**config.mk**
```make
export PLATFORM = sky130hd
export DESIGN_NAME = murmur3_32_stream_hash_core
export DESIGN_NICKNAME = d
export VERILOG_FILES = /design/src/design/mm3_pkg.sv /design/src/design/mm3_front.sv /design/src/design/mm3_queue.sv /design/src/design/mm3_back.sv /design/src/design/murmur3_32_stream_hash_core.sv
export SDC_FILE = /design/constraint.sdc
export NUM_CORES = 2
export LEC_CHECK = 0
export ABC_AREA = 0
export BUFFER_PORTS_ARGS = -buffer_cell sky130_fd_sc_hd__buf_2
export CAP_MARGIN = 20
export CORE_MARGIN = 4
export CORE_UTILIZATION = 45
export CTS_BUF_LIST = sky130_fd_sc_hd__clkbuf_16
export DETAILED_ROUTE_END_ITERATION = 10
export SLEW_MARGIN = 20
export SYNTH_ARGS = -nofsm -noshare
export SYNTH_HDL_FRONTEND = slang
export SYNTH_HIERARCHICAL = 1
export SYNTH_SLANG_ARGS = --single-unit
export TNS_END_PERCENT = 100
```
**constraint.sdc**
```tcl
create_clock -name clk -period 8.2 [get_ports clk]
set_input_delay 1.23 -clock clk [delete_from_list [all_inputs] [get_ports clk]]
set_output_delay 1.23 -clock clk [all_outputs]
set_load 0.01 [all_outputs]
```
**src/design/mm3_pkg.sv**
```systemverilog
// Shared constants and types of the MurmurHash3 stream core.
// No dependencies.
package mm3_pkg;

    localparam int WORD_W     = 32;
    localparam int CNT_W      = 3;
    localparam int IN_TDATA_W = 40;

    localparam int QUEUE_DEPTH_DEF = 4;

    localparam logic [WORD_W-1:0] MIX_C1  = 32'hcc9e2d51;
    localparam logic [WORD_W-1:0] MIX_C2  = 32'h1b873593;
    localparam logic [WORD_W-1:0] MIX_ADD = 32'he6546b64;
    localparam logic [WORD_W-1:0] FIN_M1  = 32'h85ebca6b;
    localparam logic [WORD_W-1:0] FIN_M2  = 32'hc2b2ae35;

    localparam logic [CNT_W-1:0] FULL_BYTES = 3'd4;

    typedef enum logic [1:0] {
        KIND_NONE = 2'd0,
        KIND_TAIL = 2'd1,
        KIND_FULL = 2'd2
    } kind_t;

    typedef struct packed {
        logic [WORD_W-1:0] key;
        logic [CNT_W-1:0]  count;
        logic              last;
        kind_t             kind;
    } entry_t;

    typedef struct packed {
        logic not_full;
        logic not_empty;
    } q_stat_t;

endpackage

```
**src/design/mm3_front.sv**
```systemverilog
// Front end: accepts words, masks and classifies them, scrambles the key.
// Depends on mm3_pkg.
module mm3_front
(
    input  logic                          clk,
    input  logic                          rst_n,
    input  logic                          in_valid,
    output logic                          in_ready,
    input  logic [mm3_pkg::WORD_W-1:0]    in_word,
    input  logic [mm3_pkg::CNT_W-1:0]     in_count,
    input  logic                          in_last,
    input  mm3_pkg::q_stat_t              q_stat,
    output logic                          push,
    output mm3_pkg::entry_t               push_data
);

    logic                       en;
    logic [mm3_pkg::CNT_W-1:0]  cnt_sat;
    logic [mm3_pkg::WORD_W-1:0] mask;
    mm3_pkg::kind_t             kind;
    logic [mm3_pkg::WORD_W-1:0] k1_rot;

    logic                       s1_valid_reg;
    mm3_pkg::entry_t            s1_reg;
    logic                       s2_valid_reg;
    mm3_pkg::entry_t            s2_reg;

    assign en        = !s2_valid_reg || q_stat.not_full;
    assign in_ready  = en;
    assign push      = s2_valid_reg && q_stat.not_full;
    assign push_data = s2_reg;

    always_comb
    begin
        // saturate counts above a full word
        if (in_count inside {[3'd4:3'd7]})
            cnt_sat = mm3_pkg::FULL_BYTES;
        else
            cnt_sat = in_count;

        case (cnt_sat)
            3'd1:    mask = 32'h0000_00ff;
            3'd2:    mask = 32'h0000_ffff;
            3'd3:    mask = 32'h00ff_ffff;
            3'd4:    mask = 32'hffff_ffff;
            default: mask = 32'h0000_0000;
        endcase

        if (cnt_sat == mm3_pkg::FULL_BYTES)
            kind = mm3_pkg::KIND_FULL;
        else if (cnt_sat == '0)
            kind = mm3_pkg::KIND_NONE;
        else
            kind = mm3_pkg::KIND_TAIL;

        k1_rot = {s1_reg.key[16:0], s1_reg.key[31:17]};
    end

    always_ff @(posedge clk or negedge rst_n)
    begin
        if (!rst_n)
        begin
            s1_valid_reg <= 1'b0;
            s2_valid_reg <= 1'b0;
        end
        else if (en)
        begin
            s1_valid_reg <= in_valid;
            s2_valid_reg <= s1_valid_reg;
        end
    end

    always_ff @(posedge clk)
    begin
        if (en)
        begin
            s1_reg.key   <= (in_word & mask) * mm3_pkg::MIX_C1;
            s1_reg.count <= cnt_sat;
            s1_reg.last  <= in_last;
            s1_reg.kind  <= kind;
            s2_reg.key   <= k1_rot * mm3_pkg::MIX_C2;
            s2_reg.count <= s1_reg.count;
            s2_reg.last  <= s1_reg.last;
            s2_reg.kind  <= s1_reg.kind;
        end
    end

endmodule

```
**src/design/mm3_queue.sv**
```systemverilog
// Short queue of scrambled words between front and back end.
// Depends on mm3_pkg.
module mm3_queue
#(
    parameter int DEPTH = mm3_pkg::QUEUE_DEPTH_DEF
)
(
    input  logic             clk,
    input  logic             rst_n,
    input  logic             push,
    input  mm3_pkg::entry_t  push_data,
    input  logic             pop,
    output mm3_pkg::entry_t  pop_data,
    output mm3_pkg::q_stat_t stat
);

    localparam int AW = (DEPTH > 1) ? $clog2(DEPTH) : 1;
    localparam int CW = $clog2(DEPTH + 1);

    mm3_pkg::entry_t mem [DEPTH];
    logic [AW-1:0]   wr_ptr_reg;
    logic [AW-1:0]   rd_ptr_reg;
    logic [CW-1:0]   fill_reg;
    logic            do_push;
    logic            do_pop;

    assign stat.not_full  = (fill_reg != CW'(DEPTH));
    assign stat.not_empty = (fill_reg != '0);
    assign do_push        = push && stat.not_full;
    assign do_pop         = pop && stat.not_empty;
    assign pop_data       = mem[rd_ptr_reg];

    always_ff @(posedge clk)
    begin
        if (do_push)
            mem[wr_ptr_reg] <= push_data;
    end

    always_ff @(posedge clk or negedge rst_n)
    begin
        if (!rst_n)
        begin
            wr_ptr_reg <= '0;
            rd_ptr_reg <= '0;
            fill_reg   <= '0;
        end
        else
        begin
            if (do_push)
                wr_ptr_reg <= (wr_ptr_reg == AW'(DEPTH - 1)) ? '0 : wr_ptr_reg + 1'b1;
            if (do_pop)
                rd_ptr_reg <= (rd_ptr_reg == AW'(DEPTH - 1)) ? '0 : rd_ptr_reg + 1'b1;
            if (do_push && !do_pop)
                fill_reg <= fill_reg + 1'b1;
            else if (do_pop && !do_push)
                fill_reg <= fill_reg - 1'b1;
        end
    end

endmodule

```
**src/design/mm3_back.sv**
```systemverilog
// Back end: running hash and length update, finalization mix, result register.
// Depends on mm3_pkg; holds the seed register.
module mm3_back
(
    input  logic                       clk,
    input  logic                       rst_n,
    input  logic                       cfg_valid,
    input  logic [mm3_pkg::WORD_W-1:0] cfg_data,
    input  mm3_pkg::entry_t            entry,
    input  mm3_pkg::q_stat_t           q_stat,
    output logic                       pop,
    output logic                       out_valid,
    input  logic                       out_ready,
    output logic [mm3_pkg::WORD_W-1:0] out_hash
);

    logic                       adv;
    logic                       take;
    logic [mm3_pkg::WORD_W-1:0] base_hash;
    logic [mm3_pkg::WORD_W-1:0] base_len;
    logic [mm3_pkg::WORD_W-1:0] mixed;
    logic [mm3_pkg::WORD_W-1:0] rot13;
    logic [mm3_pkg::WORD_W-1:0] hash_next;
    logic [mm3_pkg::WORD_W-1:0] len_next;
    logic [mm3_pkg::WORD_W-1:0] p0_mix;
    logic [mm3_pkg::WORD_W-1:0] p1_mix;
    logic [mm3_pkg::WORD_W-1:0] p2_mix;

    logic [mm3_pkg::WORD_W-1:0] seed_reg;
    logic                       in_msg_reg;
    logic [mm3_pkg::WORD_W-1:0] hash_reg;
    logic [mm3_pkg::WORD_W-1:0] len_reg;
    logic                       p0_valid_reg;
    logic                       p1_valid_reg;
    logic                       p2_valid_reg;
    logic                       out_valid_reg;
    logic [mm3_pkg::WORD_W-1:0] p0_reg;
    logic [mm3_pkg::WORD_W-1:0] p1_reg;
    logic [mm3_pkg::WORD_W-1:0] p2_reg;
    logic [mm3_pkg::WORD_W-1:0] out_reg;

    // the whole back pipeline moves in lockstep, held only by the result side
    assign adv       = !out_valid_reg || out_ready;
    assign take      = adv && q_stat.not_empty;
    assign pop       = take;
    assign out_valid = out_valid_reg;
    assign out_hash  = out_reg;

    always_comb
    begin
        // a new message starts from the seed with zero length
        base_hash = in_msg_reg ? hash_reg : seed_reg;
        base_len  = in_msg_reg ? len_reg : '0;
        mixed     = base_hash ^ entry.key;
        rot13     = {mixed[18:0], mixed[31:19]};
        case (entry.kind)
            mm3_pkg::KIND_FULL: hash_next = {rot13[29:0], 2'b00} + rot13 + mm3_pkg::MIX_ADD;
            mm3_pkg::KIND_TAIL: hash_next = mixed;
            default:            hash_next = base_hash;
        endcase
        len_next = base_len + mm3_pkg::WORD_W'(entry.count);
        p0_mix   = p0_reg ^ {16'b0, p0_reg[31:16]};
        p1_mix   = p1_reg ^ {13'b0, p1_reg[31:13]};
        p2_mix   = p2_reg ^ {16'b0, p2_reg[31:16]};
    end

    always_ff @(posedge clk or negedge rst_n)
    begin
        if (!rst_n)
        begin
            seed_reg      <= '0;
            in_msg_reg    <= 1'b0;
            p0_valid_reg  <= 1'b0;
            p1_valid_reg  <= 1'b0;
            p2_valid_reg  <= 1'b0;
            out_valid_reg <= 1'b0;
        end
        else
        begin
            if (cfg_valid)
                seed_reg <= cfg_data;
            if (take)
                in_msg_reg <= !entry.last;
            if (adv)
            begin
                p0_valid_reg  <= take && entry.last;
                p1_valid_reg  <= p0_valid_reg;
                p2_valid_reg  <= p1_valid_reg;
                out_valid_reg <= p2_valid_reg;
            end
        end
    end

    always_ff @(posedge clk)
    begin
        if (take)
        begin
            hash_reg <= hash_next;
            len_reg  <= len_next;
        end
        if (adv)
        begin
            p0_reg  <= hash_next ^ len_next;
            p1_reg  <= p0_mix * mm3_pkg::FIN_M1;
            p2_reg  <= p1_mix * mm3_pkg::FIN_M2;
            out_reg <= p2_mix;
        end
    end

endmodule

```
**src/design/murmur3_32_stream_hash_core.sv**
```systemverilog
// MurmurHash3 x86_32 stream core. Path from the accepted last word to m_axis_tvalid:
// first and second key multiply stages, queue write, hash update, three finalize stages.
// Throughput: one word per cycle unless a stalled result output holds the back end and the queue fills.
// Reset: rst_n low clears all valids, the queue and the seed (0); no clearing pass.
// The seed write channel is always ready; a write reaches the next message begun.
module murmur3_32_stream_hash_core
#(
    parameter int QUEUE_DEPTH = mm3_pkg::QUEUE_DEPTH_DEF
)
(
    input  logic                           clk,
    input  logic                           rst_n,
    input  logic                           s_axis_tvalid,
    output logic                           s_axis_tready,
    // fields from bit 0: data_word[31:0], byte_count[34:32], zero pad [39:35]
    input  logic [mm3_pkg::IN_TDATA_W-1:0] s_axis_tdata,
    input  logic                           s_axis_tlast,
    output logic                           m_axis_tvalid,
    input  logic                           m_axis_tready,
    // fields from bit 0: hash[31:0]
    output logic [mm3_pkg::WORD_W-1:0]     m_axis_tdata,
    input  logic                           cfg_valid,
    output logic                           cfg_ready,
    input  logic [mm3_pkg::WORD_W-1:0]     cfg_data
);

    mm3_pkg::q_stat_t q_stat;
    mm3_pkg::entry_t  push_data;
    mm3_pkg::entry_t  pop_data;
    logic             push;
    logic             pop;

    assign cfg_ready = 1'b1;

    mm3_front u_front
    (
        .clk       (clk),
        .rst_n     (rst_n),
        .in_valid  (s_axis_tvalid),
        .in_ready  (s_axis_tready),
        .in_word   (s_axis_tdata[31:0]),
        .in_count  (s_axis_tdata[34:32]),
        .in_last   (s_axis_tlast),
        .q_stat    (q_stat),
        .push      (push),
        .push_data (push_data)
    );

    mm3_queue #(.DEPTH(QUEUE_DEPTH)) u_queue
    (
        .clk       (clk),
        .rst_n     (rst_n),
        .push      (push),
        .push_data (push_data),
        .pop       (pop),
        .pop_data  (pop_data),
        .stat      (q_stat)
    );

    mm3_back u_back
    (
        .clk       (clk),
        .rst_n     (rst_n),
        .cfg_valid (cfg_valid),
        .cfg_data  (cfg_data),
        .entry     (pop_data),
        .q_stat    (q_stat),
        .pop       (pop),
        .out_valid (m_axis_tvalid),
        .out_ready (m_axis_tready),
        .out_hash  (m_axis_tdata)
    );

endmodule

```
==> impl_metrics.csv <==
group,metric,value,unit
run_status,status,"finished, final reports clean",
die,rows,126,
timing,setup_violations,0,
clock_network,htreeDepth,2,
route,drc,0,
placed_design,port_buffers,106,
final_layout,drive_gt1_share,8.22,%
yosys,ys_types,96,
timing,setup_tns,0,ns
yosys,ys_seq_area_share,25.6,%
timing,hold_viol_final,0,
final_layout,final_common_cell,"inv_1",
timing,slew_viol_final,0,
clock_network,root_buffer,"clkbuf_16",
die,dieWidth,354,µm
route,drt-initial-drc-count,2059,
die,num_io_pins,113,
worst_setup_path,critPathMaxFanout,5,
job,maxCapViolations,0,
final_layout,areaGrowthSynthToFinish,8.64,%
global_routing,grtUsageMet1,30.2,%
clock_network,clock_path_buffers,3,
global_routing,grt-ovfl-total,0,
global_routing,grt_pass1_wl,206000,µm
final_layout,top_register,"u_queue/mem",
global_routing,track_usage,21.4,%
timing,maxSlewHeadroom,29.1,%
timing,finalClockSkew,0.0265,ns
placed_design,placed_cells,6429,
yosys,yosysWarnings,6,
final_layout,nets,6493,
global_routing,grt_max_degree,65,
die,die_height,354,µm
yosys,synthArstFlopShare,9.87,%
yosys,synth_area_per_cell,11.4,µm²
global_routing,grt_util_met2,36.1,%
timing,fmax,129,MHz
die,fp.coreArea,118000,µm²
timing,post-route-period-util,94.5,%
worst_setup_path,critPathKind,"flip-flop to flip-flop",
clock_network,clk_pin_slew,0.06,ns
global_routing,grt_pass1_vias,34700,
yosys,synth_ff_type,"edfxtp_1",
route,ant_nets,0,
timing,rsz0062_at_grt,"false",
placed_design,dp_hpwl,112000,µm
global_routing,grt_antenna_before_repair,8,
route,finalWirelength,131000,µm
placed_design,place_congestion,0.933,
final_layout,final-instance-count-excl-fill,6528,
timing,layout_min_cycle_time,7.75,ns
global_routing,grt_use_met3,2.38,%
route,firstDrtPassIters,5,
yosys,syn_nets,6309,
final_layout,antenna_cells,0,
yosys,ys_ff_latch,466,
worst_setup_path,endpoint_kind,"flip-flop",
final_layout,utilization,49.4,%
die,die_area,125000,µm²
worst_hold_path,hp-class,"flip-flop to flip-flop",
clock_network,insertion_delay,0.63,ns
yosys,synth_cells,4702,
yosys,syn_area,53800,µm²
worst_setup_path,cp.required,8.56,ns
clock_network,cts_buffers,53,
clock_network,cts_tree,"yes",
yosys,synth_edf_count,420,
worst_setup_path,cp.arrival,8.11,ns
global_routing,grt-busiest-layer,"met2",
route,vias,32700,
final_layout,layout_common_cells,"inv_1 (1217), ha_1 (812), fa_1 (717), edfxtp_1 (420), xnor2_1 (259)",
clock_network,cts_sinks,466,
die,start_util,45.4,%
route,detail_route.vias_per_cell,5.01,
route,wl_per_cell,20.1,µm
final_layout,largest_reg_flops,152,
worst_setup_path,setup.worst_path.start_class,"flip-flop",
timing,worstMarginPinSlew,1.06,ns
[what timing repair did]
item | 4_1_cts | 5_1_grt
hold buffers | 0 | 0
endpoints found under the setup margin | 0 | 1
gates resized for setup | 0 | 0
setup buffers | 0 | 2
[critical path: stages, from the launching register on]
cell and delay, ns:
edfxtp_1 0.44, xnor2_1 0.32, inv_1 0.22, ha_1 0.36
ha_1 0.35, inv_1 0.08, fa_1 0.51, fa_1 0.55
inv_1 0.06, fa_1 0.46, ha_1 0.33, fa_1 0.53
inv_1 0.05, fa_1 0.54, inv_1 0.05, ha_1 0.23
or3_1 0.37, a221oi_1 0.21, a21oi_1 0.08, a41oi_2 0.24
o21ai_1 0.24, nor3_1 0.48, o311ai_2 0.24, a41o_1 0.28
a21oi_1 0.17, xnor2_1 0.09
[cell usage after synthesis, types with 11 or more instances]
master    number  area [µm²]
nor2_1        97         364
o221ai_1      14         123
a21o_1        61         458
xor2_1       165        1450
o21ai_0       75         375
o211ai_1      11        82.6
xnor2_1      259        2270
a211oi_1      14         105
inv_1       1208        4530
and3_1        29         181
edfxtp_1     420       12600
dfrtp_1       46        1150
a21oi_1      123         616
and2_1        50         313
a31oi_1       15        93.8
nand4_1       12        75.1
nor3_1        21         105
nand2b_1      20         125
nor2b_1       26         163
fa_1         717       14400
clkbuf_1      41         154
or3_1         12        75.1
nand3_1       55         275
o21a_1        25         188
ha_1         812       10200
mux2i_1       33         330
o21bai_1      15         113
mux4_2        38         856
nand2_1      114         428
or2_2         14        87.6
mux2_2        40         450
[stage by stage]
stage	hold slack, ns	cell area [µm²]	setup slack [ns]
floorplan	0.400	53800	0.460
global placement	0.403	56700	0.273
detailed placement	0.405	56700	0.230
CTS	0.420	58400	0.363
global route	0.430	58400	0.126
finish	0.418	58400	0.447
[final timing paths]
kind | slack, ns | cells past startpoint | startpoint | end
max in group asynchronous | 6.91 | 2 | rst_n | u_back/in_msg_reg
worst max-delay path | 0.45 | 25 | u_back/p1_reg[13] | u_back/p2_reg[30]
worst max register to register | 0.45 | 25 | u_back/p1_reg[13] | u_back/p2_reg[30]
min in group asynchronous | 0.69 | 2 | rst_n | u_front/s2_valid_reg
worst min register to register | 0.42 | 0 | u_front/s1_reg[4] | u_front/push_data[4]
worst min-delay path | 0.42 | 0 | u_front/s1_reg[4] | u_front/push_data[4]
[kinds of logic after synthesis]
family          count (synthesis)  share of synthesized area [%]
flops                         466                           25.6
fa+ha+maj                    1529                           45.6
simple gates                  481                           4.56
compound gates                421                           5.34
buf+inv                      1266                           8.90
xor+xnor                      425                           6.95
mux                           113                           3.10
other cells                     1                        0.00697
[area by class of cell]
cell class              count  area (µm²)
clock buffers              53        1330
repair buffers            186        1140
flip-flops and latches    466       13800
inverters                1209        4540
well taps                1600        2000
clock inverters            44         404
multi-input cells        2970       35300
fillers                 10900       60000
[routing by layer]
layer / vias to the layer above / share of wire (%)
li1: 15500 / -
met1: 16500 / 45
met2: 598 / 49
met3: 120 / 4.1
met4: 0 / 1.8
met5: - / 0
Power is left out: the tool's default activity adds up to more than one toggle a clock period on the data nets, which glitch-free logic cannot reach.
